`config.mk`:
```
export PLATFORM = sky130hd
export DESIGN_NAME = nmea_sentence_framer_core
export DESIGN_NICKNAME = d
export VERILOG_FILES = /design/src/hdl/nsf_pkg.sv /design/src/hdl/nsf_front.sv /design/src/hdl/nsf_queue.sv /design/src/hdl/nsf_back.sv /design/src/hdl/nmea_sentence_framer_core.sv
export SDC_FILE = /design/constraint.sdc
export NUM_CORES = 2
export LEC_CHECK = 0
export BUFFER_PORTS_ARGS = -buffer_cell sky130_fd_sc_hd__buf_2
export CAP_MARGIN = 0
export CORE_ASPECT_RATIO = 0.8
export CORE_MARGIN = 10
export CORE_UTILIZATION = 35
export CTS_CLUSTER_SIZE = 30
export DETAILED_ROUTE_END_ITERATION = 8
export MAX_ROUTING_LAYER = met4
export SETUP_SLACK_MARGIN = 0.4
export SLEW_MARGIN = 10
export SYNTH_ARGS = -nofsm -noshare
export SYNTH_HDL_FRONTEND = slang
export SYNTH_MEMORY_MAX_BITS = 65536
export SYNTH_SLANG_ARGS = --single-unit
```
`constraint.sdc`:
```
create_clock -name i_clk -period 8 [get_ports i_clk]
set_clock_uncertainty 0.2 [all_clocks]
set_input_delay 0.8 -clock i_clk [delete_from_list [all_inputs] [get_ports i_clk]]
set_output_delay 0.8 -clock i_clk [all_outputs]
set_load 0.01 [all_outputs]
```
`src/hdl/nsf_pkg.sv`:
```
`timescale 1ns / 1ps

package nsf_pkg;

    // Default size of the sentence store in bytes
    localparam int MAX_SENTENCE_DEF = 512;

    // Entries in the queue between front and back; a power of two
    localparam int QUEUE_DEPTH = 4;

    localparam logic [9:0] MAX_LEN_RESET = 10'd512;

    localparam logic [7:0] CH_DOLLAR = 8'h24;
    localparam logic [7:0] CH_CR     = 8'h0D;
    localparam logic [7:0] CH_LF     = 8'h0A;

    localparam logic MODE_PUSH = 1'b0;
    localparam logic MODE_READ = 1'b1;

    localparam logic [1:0] STAT_NONE     = 2'd0;
    localparam logic [1:0] STAT_COMPLETE = 2'd1;
    localparam logic [1:0] STAT_DROPPED  = 2'd2;

    // Back-end operation codes
    localparam logic [1:0] CMD_NONE  = 2'd0;
    localparam logic [1:0] CMD_WRITE = 2'd1;
    localparam logic [1:0] CMD_READ  = 2'd2;

    typedef struct packed {
        logic       mode;
        logic [7:0] rx_byte;
        logic [8:0] read_index;
    } t_in;

    typedef struct packed {
        logic [1:0] frame_status;
        logic [9:0] sentence_length;
        logic [7:0] read_data;
    } t_out;

    // Address-free part of one back-end command
    typedef struct packed {
        logic [1:0] kind;
        logic [7:0] wbyte;
        logic [1:0] status;
        logic [9:0] length;
    } t_cmd;

endpackage

```
`src/hdl/nsf_front.sv`:
```
`timescale 1ns / 1ps

module nsf_front #(
    parameter int MAX_SENTENCE = nsf_pkg::MAX_SENTENCE_DEF,
    parameter int ADDR_W       = $clog2(MAX_SENTENCE)
) (
    input  logic              i_clk,
    input  logic              i_rst_n,
    input  logic              i_cfg_we,
    input  logic [9:0]        i_cfg_wdata,
    input  logic              i_valid,
    input  nsf_pkg::t_in      i_data,
    input  logic              i_full,
    output logic              o_push,
    output nsf_pkg::t_cmd     o_cmd,
    output logic [ADDR_W-1:0] o_addr
);
    import nsf_pkg::*;

    localparam int FILL_W = $clog2(MAX_SENTENCE + 1);
    localparam int CMP_W  = (FILL_W + 1 > 10) ? FILL_W + 1 : 10;
    localparam int IDX_W  = ADDR_W + 9;

    logic [9:0]        r_max_len;
    logic [FILL_W-1:0] r_fill, n_fill;
    logic              r_in_sent, n_in_sent;
    logic              r_last_cr, n_last_cr;
    logic              r_too_long, n_too_long;

    logic [IDX_W-1:0]  idx_wide;
    logic              idx_ok;
    logic              room;
    logic [CMP_W-1:0]  total;
    logic              drop;

    assign o_push   = i_valid && !i_full;
    assign idx_wide = {{ADDR_W{1'b0}}, i_data.read_index};
    assign idx_ok   = idx_wide < IDX_W'(MAX_SENTENCE);
    assign room     = r_fill < FILL_W'(MAX_SENTENCE);
    assign total    = CMP_W'(r_fill) + CMP_W'(1);
    assign drop     = r_too_long || (total > CMP_W'(MAX_SENTENCE))
                   || (total > CMP_W'(r_max_len));

    always_comb begin
        n_fill     = r_fill;
        n_in_sent  = r_in_sent;
        n_last_cr  = r_last_cr;
        n_too_long = r_too_long;
        o_cmd      = '0;
        o_cmd.kind = CMD_NONE;
        o_addr     = '0;
        if (o_push) begin
            if (i_data.mode == MODE_READ) begin
                if (idx_ok) begin
                    o_cmd.kind = CMD_READ;
                    o_addr     = idx_wide[ADDR_W-1:0];
                end
            end else if (i_data.rx_byte == CH_DOLLAR) begin
                o_cmd.kind  = CMD_WRITE;
                o_cmd.wbyte = i_data.rx_byte;
                n_fill      = FILL_W'(1);
                n_in_sent   = 1'b1;
                n_last_cr   = 1'b0;
                n_too_long  = 1'b0;
            end else if (r_in_sent) begin
                if (room) begin
                    o_cmd.kind  = CMD_WRITE;
                    o_cmd.wbyte = i_data.rx_byte;
                    o_addr      = r_fill[ADDR_W-1:0];
                    n_fill      = r_fill + FILL_W'(1);
                end else begin
                    n_too_long = 1'b1;
                end
                if (r_last_cr && i_data.rx_byte == CH_LF) begin
                    if (drop) begin
                        o_cmd.status = STAT_DROPPED;
                    end else begin
                        o_cmd.status = STAT_COMPLETE;
                        o_cmd.length = total[9:0];
                    end
                    n_in_sent = 1'b0;
                    n_last_cr = 1'b0;
                end else begin
                    n_last_cr = (i_data.rx_byte == CH_CR);
                end
            end
        end
    end

    always_ff @(posedge i_clk) begin
        if (!i_rst_n) begin
            r_max_len  <= MAX_LEN_RESET;
            r_fill     <= '0;
            r_in_sent  <= 1'b0;
            r_last_cr  <= 1'b0;
            r_too_long <= 1'b0;
        end else begin
            if (i_cfg_we) begin
                r_max_len <= i_cfg_wdata;
            end
            r_fill     <= n_fill;
            r_in_sent  <= n_in_sent;
            r_last_cr  <= n_last_cr;
            r_too_long <= n_too_long;
        end
    end

    a_fill_bound: assert property (@(posedge i_clk) disable iff (!i_rst_n)
        r_fill <= FILL_W'(MAX_SENTENCE))
        else $error("fill count beyond store size");

    a_dollar_opens: assert property (@(posedge i_clk) disable iff (!i_rst_n)
        o_push && i_data.mode == MODE_PUSH && i_data.rx_byte == CH_DOLLAR
        |=> r_fill == FILL_W'(1) && r_in_sent && !r_too_long)
        else $error("dollar did not open a sentence");

endmodule

```
`src/hdl/nsf_queue.sv`:
```
`timescale 1ns / 1ps

module nsf_queue #(
    parameter int WIDTH = 8
) (
    input  logic             i_clk,
    input  logic             i_rst_n,
    input  logic             i_push,
    input  logic [WIDTH-1:0] i_wdata,
    output logic             o_full,
    input  logic             i_pop,
    output logic             o_valid,
    output logic [WIDTH-1:0] o_rdata
);
    import nsf_pkg::*;

    localparam int PTR_W = $clog2(QUEUE_DEPTH);
    localparam int CNT_W = PTR_W + 1;

    logic [WIDTH-1:0] r_slot [QUEUE_DEPTH];
    logic [PTR_W-1:0] r_wptr, r_rptr;
    logic [CNT_W-1:0] r_count, n_count;

    assign o_full  = r_count == CNT_W'(QUEUE_DEPTH);
    assign o_valid = r_count != '0;
    assign o_rdata = r_slot[r_rptr];

    always_comb begin
        n_count = r_count;
        if (i_push && !i_pop) begin
            n_count = r_count + CNT_W'(1);
        end else if (!i_push && i_pop) begin
            n_count = r_count - CNT_W'(1);
        end
    end

    always_ff @(posedge i_clk) begin
        if (i_push) begin
            r_slot[r_wptr] <= i_wdata;
        end
    end

    always_ff @(posedge i_clk) begin
        if (!i_rst_n) begin
            r_wptr  <= '0;
            r_rptr  <= '0;
            r_count <= '0;
        end else begin
            if (i_push) begin
                r_wptr <= r_wptr + PTR_W'(1);
            end
            if (i_pop) begin
                r_rptr <= r_rptr + PTR_W'(1);
            end
            r_count <= n_count;
        end
    end

    a_no_overrun: assert property (@(posedge i_clk) disable iff (!i_rst_n)
        !(i_push && o_full) && !(i_pop && !o_valid))
        else $error("queue pushed when full or popped when empty");

    a_count_drain: assert property (@(posedge i_clk) disable iff (!i_rst_n)
        i_pop && !i_push |=> r_count == $past(r_count) - CNT_W'(1))
        else $error("queue count did not drop on pop");

endmodule

```
`src/hdl/nsf_back.sv`:
```
`timescale 1ns / 1ps

module nsf_back #(
    parameter int MAX_SENTENCE = nsf_pkg::MAX_SENTENCE_DEF,
    parameter int ADDR_W       = $clog2(MAX_SENTENCE)
) (
    input  logic              i_clk,
    input  logic              i_rst_n,
    input  logic              i_q_valid,
    input  nsf_pkg::t_cmd     i_cmd,
    input  logic [ADDR_W-1:0] i_addr,
    output logic              o_pop,
    output logic              o_valid,
    input  logic              i_stall,
    output nsf_pkg::t_out     o_data
);
    import nsf_pkg::*;

    logic [7:0]  r_mem [MAX_SENTENCE];
    logic [7:0]  r_rd;
    t_cmd        r_cmd;
    logic        r_valid;
    logic        advance;

    assign advance = !r_valid || !i_stall;
    assign o_pop   = i_q_valid && advance;
    assign o_valid = r_valid;

    always_comb begin
        o_data                 = '0;
        o_data.frame_status    = r_cmd.status;
        o_data.sentence_length = r_cmd.length;
        o_data.read_data       = (r_cmd.kind == CMD_READ) ? r_rd : 8'd0;
    end

    // Single-port store: at most one write or one read per command
    always_ff @(posedge i_clk) begin
        if (o_pop) begin
            if (i_cmd.kind == CMD_WRITE) begin
                r_mem[i_addr] <= i_cmd.wbyte;
            end
            if (i_cmd.kind == CMD_READ) begin
                r_rd <= r_mem[i_addr];
            end
        end
    end

    always_ff @(posedge i_clk) begin
        if (o_pop) begin
            r_cmd <= i_cmd;
        end
    end

    always_ff @(posedge i_clk) begin
        if (!i_rst_n) begin
            r_valid <= 1'b0;
        end else if (advance) begin
            r_valid <= i_q_valid;
        end
    end

    a_status_no_data: assert property (@(posedge i_clk) disable iff (!i_rst_n)
        o_valid && o_data.frame_status != STAT_NONE |-> o_data.read_data == 8'd0)
        else $error("framing status and read data in one result");

    a_length_only_complete: assert property (@(posedge i_clk) disable iff (!i_rst_n)
        o_valid && o_data.frame_status != STAT_COMPLETE |-> o_data.sentence_length == 10'd0)
        else $error("length reported without a complete sentence");

endmodule

```
`src/hdl/nmea_sentence_framer_core.sv`:
```
`timescale 1ns / 1ps

// NMEA 0183 sentence framer. Push received bytes (mode 0) and the core cuts out
// sentences from the latest '$' through a CR LF pair; every push yields one
// result transaction, which at the LF reports either a complete sentence with
// its length or a drop when the sentence ran past max_sentence_length or the
// MAX_SENTENCE-byte store. A '$' always restarts the sentence; bytes outside an
// open sentence are ignored. Read the stored sentence back with mode 1 items
// (read_index past the store returns 0) before the next '$' overwrites it;
// reading a position never written since reset returns an undefined byte. Rate:
// one transaction per cycle sustained on both sides while the output is not
// stalled, set by the single-port sentence store, which takes at most one write
// or one read per item. An accepted item is held in the queue and then in the
// result register before its result turns valid.
// A four-entry queue between the framing front end and the store back end lets
// input keep flowing while the output is stalled, until the queue fills. Write
// max_sentence_length only while the core is idle.
module nmea_sentence_framer_core #(
    parameter int MAX_SENTENCE = nsf_pkg::MAX_SENTENCE_DEF
) (
    input  logic          i_clk,
    input  logic          i_rst_n,
    input  logic          i_cfg_we,
    input  logic [9:0]    i_cfg_wdata,
    input  logic          i_valid,
    output logic          o_stall,
    input  nsf_pkg::t_in  i_data,
    output logic          o_valid,
    input  logic          i_stall,
    output nsf_pkg::t_out o_data
);
    import nsf_pkg::*;

    localparam int ADDR_W = $clog2(MAX_SENTENCE);
    localparam int CMD_W  = $bits(t_cmd);
    localparam int Q_W    = CMD_W + ADDR_W;

    // Front end to queue
    logic              push;
    t_cmd              f_cmd;
    logic [ADDR_W-1:0] f_addr;
    logic              q_full;

    // Queue to back end
    logic              q_valid;
    logic              pop;
    logic [Q_W-1:0]    q_rdata;
    t_cmd              b_cmd;
    logic [ADDR_W-1:0] b_addr;

    // Stall input only on a full queue; never look at i_valid
    assign o_stall = q_full;

    assign b_cmd  = t_cmd'(q_rdata[Q_W-1:ADDR_W]);
    assign b_addr = q_rdata[ADDR_W-1:0];

    // Front: track sentence state and turn each item into a store command
    nsf_front #(
        .MAX_SENTENCE (MAX_SENTENCE),
        .ADDR_W       (ADDR_W)
    ) u_front (
        .i_clk       (i_clk),
        .i_rst_n     (i_rst_n),
        .i_cfg_we    (i_cfg_we),
        .i_cfg_wdata (i_cfg_wdata),
        .i_valid     (i_valid),
        .i_data      (i_data),
        .i_full      (q_full),
        .o_push      (push),
        .o_cmd       (f_cmd),
        .o_addr      (f_addr)
    );

    // Decouple the two halves so each can stall on its own
    nsf_queue #(
        .WIDTH (Q_W)
    ) u_queue (
        .i_clk   (i_clk),
        .i_rst_n (i_rst_n),
        .i_push  (push),
        .i_wdata ({f_cmd, f_addr}),
        .o_full  (q_full),
        .i_pop   (pop),
        .o_valid (q_valid),
        .o_rdata (q_rdata)
    );

    // Back: apply commands to the store and hold the result transaction
    nsf_back #(
        .MAX_SENTENCE (MAX_SENTENCE),
        .ADDR_W       (ADDR_W)
    ) u_back (
        .i_clk     (i_clk),
        .i_rst_n   (i_rst_n),
        .i_q_valid (q_valid),
        .i_cmd     (b_cmd),
        .i_addr    (b_addr),
        .o_pop     (pop),
        .o_valid   (o_valid),
        .i_stall   (i_stall),
        .o_data    (o_data)
    );

endmodule
```
Word level (Yosys, flattened, before mapping)
Memories as Yosys holds them, arrays and structs flattened. A register that Yosys moved wholly into a read port is not among the register bits.
Index checks and enable logic that the tools add are counted.
{"block": "word_totals", "input_bits": 33, "mem_bits_rw": 4220, "latch_bits": 0, "rom_bits": 0, "ff_bits": 45, "memories": 2}
{"block": "op_classes", "n_eq_ne": 8, "div_mod_pow": 0, "muxes": 39, "magnitude_cmp": 4, "addsub": 6, "mul": 0, "bitwise": 1, "shift": 0, "n_reduce_logical": 22}
{"memory": "u_back.r_mem", "depth": 512, "width": 8, "read_ports": 1, "rd_clocked_by_memory_dff": 1, "wr": 1, "line": "nsf_back.sv:19", "source": "logic [7:0] r_mem [MAX_SENTENCE];"}
{"memory": "u_queue.r_slot", "depth": 4, "width": 31, "read_ports": 1, "rd_clocked_by_memory_dff": 1, "wr": 1, "line": "nsf_queue.sv:20", "source": "logic [WIDTH-1:0] r_slot [QUEUE_DEPTH];"}
{"operator": "two-way mux 9 bit", "n": 7}
{"operator": "two-way mux 10 bit", "n": 5}
{"operator": "two-way mux 22 bit", "n": 2}
{"operator": "two-way mux 12 bit", "n": 2}
{"operator": "two-way mux 20 bit", "n": 1}
{"operator": "equality test 8 x 4 -> 1 bit (second input constant)", "n": 2}
{"operator": "two-way mux 1 bit", "n": 14}
{"operator": "adder 10 x 1 -> 11 bit (second input constant)", "n": 1}
{"operator": "> comparator 11 x 10 -> 1 bit", "n": 1}
{"operator": "> comparator 11 x 10 -> 1 bit (second input constant)", "n": 1}
{"operator": "adder 10 x 1 -> 10 bit (second input constant)", "n": 1}
{"operator": "less-than comparator 10 bit (second input constant)", "n": 1}
{"operator": "less-than comparator 9 x 10 -> 1 bit (second input constant)", "n": 1}
{"operator": "two-way mux 2 bit", "n": 5}
{"operator": "equality test 8 x 6 -> 1 bit (second input constant)", "n": 1}
{"operator": "two-way mux 8 bit", "n": 1}
{"operator": "AND reduction 4 bit", "n": 2}
{"operator": "two-way mux 3 bit", "n": 2}
{"operator": "nonzero test 2 bit", "n": 3}
{"operator": "logical AND 1 bit", "n": 5}
{"operator": "zero test 1 bit", "n": 5}
{"operator": "adder 2 x 1 -> 2 bit (second input constant)", "n": 2}
{"operator": "equality test 2 bit (second input constant)", "n": 2}
{"operator": "AND reduction 2 bit", "n": 2}
{"operator": "other kinds (9)", "n": 11}

Longest topological paths before layout
{"block": "depth", "ltp_word": 10, "depth_mapped": 17, "mapped_depth_nobuf": 12}

Cells and area by module
From an unflattened synthesis, not the netlist that was laid out.
{"block": "hier_totals", "cells_unflattened": 8231, "hier_area_um2": 166968.9}
{"module": "nsf_back", "cells_each": 7806, "area_per_inst_um2": 160181.1, "n_inst": 1}
{"module": "nsf_queue", "cells_each": 204, "area_per_inst_um2": 4921.0, "n_inst": 1}
{"module": "nsf_front", "cells_each": 221, "area_per_inst_um2": 1866.8, "n_inst": 1}

Worst setup path after synthesis
Ideal clock, no wire load.
{"block": "synth_timing", "path_type": "reg2reg", "startpoint": "reg with a tool-made name", "endpoint": "mem u_back.r_mem[0][0], data pin", "t_arrival_ns": 4.928, "path_slack_ns": 1.969, "required_ns": 6.897, "stages_incl_launch_ff": 5, "setup_time_ns": 0.903, "period_less_slack_ns": 6.031, "path_cell_list": "dfxtp_1 -> buf_6 -> buf_2 -> buf_1 -> mux4_2"}
{"item": "end, declared", "line": "nsf_back.sv:19"}

==> results.yml <==
run_status:
  outcome: "finished clean"
floorplan:
  start_util_pct: 35.2
  core-area_mm2: 0.483
  die_width_um: 799
  num_io_pins: 55
  dieArea_mm2: 0.514
  fp.dieH_um: 643
  rows: 228
logic_synthesis:
  synth_edf_count: 4242
  async_flop_share_pct: 0
  netlist_area_mm2: 0.170
  yosys.cell_types.count: 64
  syn-instance-count: 10700
  synth_seq_area_share_pct: 75.4
  yosys_warnings: 0
  synth_top_flop_cell: "edfxtp_1"
  ys_ff_latch: 4275
  synth_fp_nets: 10800
  postSynthAreaPerCell_um2: 15.8
timing:
  drv_slew: 0
  fmax_mhz: 158
  setup_viol: 0
  min_period_ns: 6.33
  tightest_slew_ns: 1.36
  max-slew-margin-rel_pct: 8.60
  rsz0062_at_grt: "false"
  post-route-period-util_pct: 79.1
  fin_tns_setup_ns: 0
  report.final.hold_viol_count: 0
finish:
  fin_cells: 17500
  nets: 10800
  post_route_cells_drive_above_1_share_pct: 11.1
  synthToLayoutAreaGrowth_pct: 12.3
  finalInstanceArea_mm2: 0.191
  num-fill-cells: 43800
setup_path:
  start_kind: "flip-flop"
  cp_max_fo: 18
  reg2reg_depth: 9
  crit_type: "reg -> reg"
  crit_arrival_ns: 6.77
  r2r-end: "u_back.r_rd[3]"
  endpoint_kind: "flip-flop"
  reg2reg_slack_ns: 1.67
  cp-endpoint: "u_back.r_rd[3]"
  required_ns: 8.45
routing:
  dr.pass1.iters: 6
  finalWirelength_um: 473000
  vias: 95900
  ant_nets: 0
  drtIter0Drc: 13200
  via_per_inst: 5.48
  drc: 0
  avgRoutedWirePerCell_um: 27.0
cts:
  clockRootBuffer: "clkbuf_16"
  cts_resized: 0
  cts_buffers: 400
  h-tree-depth: 5
  path_clk_slew_ns: 0.07
  cts_tree: "done"
  cts_buffer_depth: 4
  cts.sinks: 4275
  worstSkewPairLatency_ns: 0.98
pwr:
  powerDensity_mw_per_mm2: 357
  power.total_w: 0.0681
  vdd_drop_max_uv: 318
  leakagePower_nw: 61.9
grt:
  grt_pass1_wl_um: 674000
  grt_usage_pct: 18.2
  antenna_found_initial: 29
  grt_max_degree: 202
  first_global_vias: 89800
  gr-total-overflow: 0
placement:
  gp_congestion: 0.847
  post_dp_cell_area_mm2: 0.177
  hpwl_um: 281000
  dp_cells: 16800
  io_buffers: 54
worst_hold_path:
  hold_depth: 2
  worstHoldPathType: "in -> reg"
flow_run:
  cap_violations: 0
==> power by group <==
group          switching, W  internal [W]  leakage (nW)
logic                0.0151       0.00570          17.1
registers         0.0000919        0.0280          38.5
clock network       0.00851        0.0108          6.29
==> placed cells by master, fill, tap and decap left out, drive strengths merged, types with 184 or more instances in the layout <==
master and instances:
nand3 266, a31oi 267, nor2 585, buf 270, mux2i 916, o22ai 184
a21oi 343, clkbuf 496, mux4 299, nand2 1857, edfxtp 4242
==> worst max-delay path, stage by stage (launching register included) <==
cell	delay, ns
dfxtp_2	0.56
mux4_4	1.09
nand2b_1	0.62
nor2_1	1.16
a222oi_1	0.21
and4b_1	0.33
a311oi_1	0.75
nand4_1	0.32
nor4b_1	0.62
nand4_1	0.15
==> worst min-delay path by stage <==
stage / from / endpoint / slack, ns
after CTS: i_data[15] / u_queue.r_slot[3][27] / 0.01
final: i_data[8] / u_queue.r_slot[0][8] / 0.08
after detailed placement: u_front.r_too_long / u_front.r_too_long / 0.28
after floorplan: u_front.r_in_sent / u_front.r_in_sent / 0.25
after global routing: i_data[8] / u_queue.r_slot[3][8] / 0.06
after global placement: u_front.r_last_cr / u_front.r_last_cr / 0.27
==> synth_stat cells, drive strengths merged, types with 36 or more instances <==
library cell | number | share of area [%]
edfxtp | 4242 | 75
nand2 | 1857 | 4.1
mux2i | 916 | 5.4
nor2 | 585 | 1.3
buf | 432 | 1.5
a21oi | 343 | 1.0
mux4 | 299 | 4.0
a31oi | 267 | 0.98
nand3 | 266 | 0.78
clkbuf | 263 | 0.58
o22ai | 184 | 0.68
and3 | 159 | 0.59
a211oi | 156 | 0.69
and2 | 114 | 0.42
nor4 | 110 | 0.41
nor2b | 98 | 0.36
o21ai | 79 | 0.23
mux2 | 48 | 0.32
nor3 | 44 | 0.14
nand4 | 36 | 0.13
==> layer usage <==
metal	vias to the layer above	share of wire, %	global-route usage [%]
li1	41000	-	-
met1	49600	44	26.6
met2	4622	44	25.8
met3	632	10	3.93
met4	0	2.4	4.25
met5	-	0	-
==> final cells by class <==
| type | instances | area [µm²] | area share, % |
|---|---|---|---|
| inverter | 22 | 82.6 | 0.0433 |
| antenna | 13 | 32.5 | 0.0171 |
| timing repair buffer | 283 | 2660 | 1.40 |
| tap | 6440 | 8060 | 4.23 |
| clock buffer | 496 | 10400 | 5.46 |
| multi-input combinational | 5749 | 38800 | 20.3 |
| sequential | 4275 | 128000 | 67.2 |
| clock inverter | 229 | 2600 | 1.36 |
==> stage by stage <==
stage,utilization [%],setup slack [ns],hold WS (ns)
finish,39.5,1.67,0.0800
global route,39.5,1.68,0.0558
CTS,39.5,1.83,0.0124
detailed placement,36.8,1.86,0.282
global placement,36.8,1.19,0.268
floorplan,-,1.97,0.252
==> flip-flops by register name (all words and copies together), names as in the netlist, 3 cells and up, named ones only <==
name / cells
u_queue.r_count: 3
u_front.r_fill: 10
u_front.r_max_len: 10
u_back.o_data: 12
u_back.r_rd: 8
u_queue.r_slot: 124
u_back.r_mem: 4096
==> cells by family (layout without fill, tap and decap cells) <==
| logic type | count (synthesis) | in the layout | share of synthesized area, % |
|---|---|---|---|
| AOI/OAI and AO/OA | 1142 | 1142 | 4.17 |
| xor gates and xnor gates | 13 | 13 | 0.0670 |
| adders and majority gates | 18 | 18 | 0.137 |
| buffers and inverters | 717 | 1030 | 2.10 |
| DFF | 4275 | 4275 | 75.4 |
| muxes | 1263 | 1263 | 9.70 |
| other | 0 | 13 | 0 |
| and+or+nand+nor | 3313 | 3313 | 8.44 |
==> what timing repair did <==
| item | in CTS | in global routing |
|---|---|---|
| hold buffers | 13 | 0 |
| endpoints found under the hold margin | 12 | 0 |
| buffers inserted | 0 | 0 |
(Power assumes the default switching activity.)
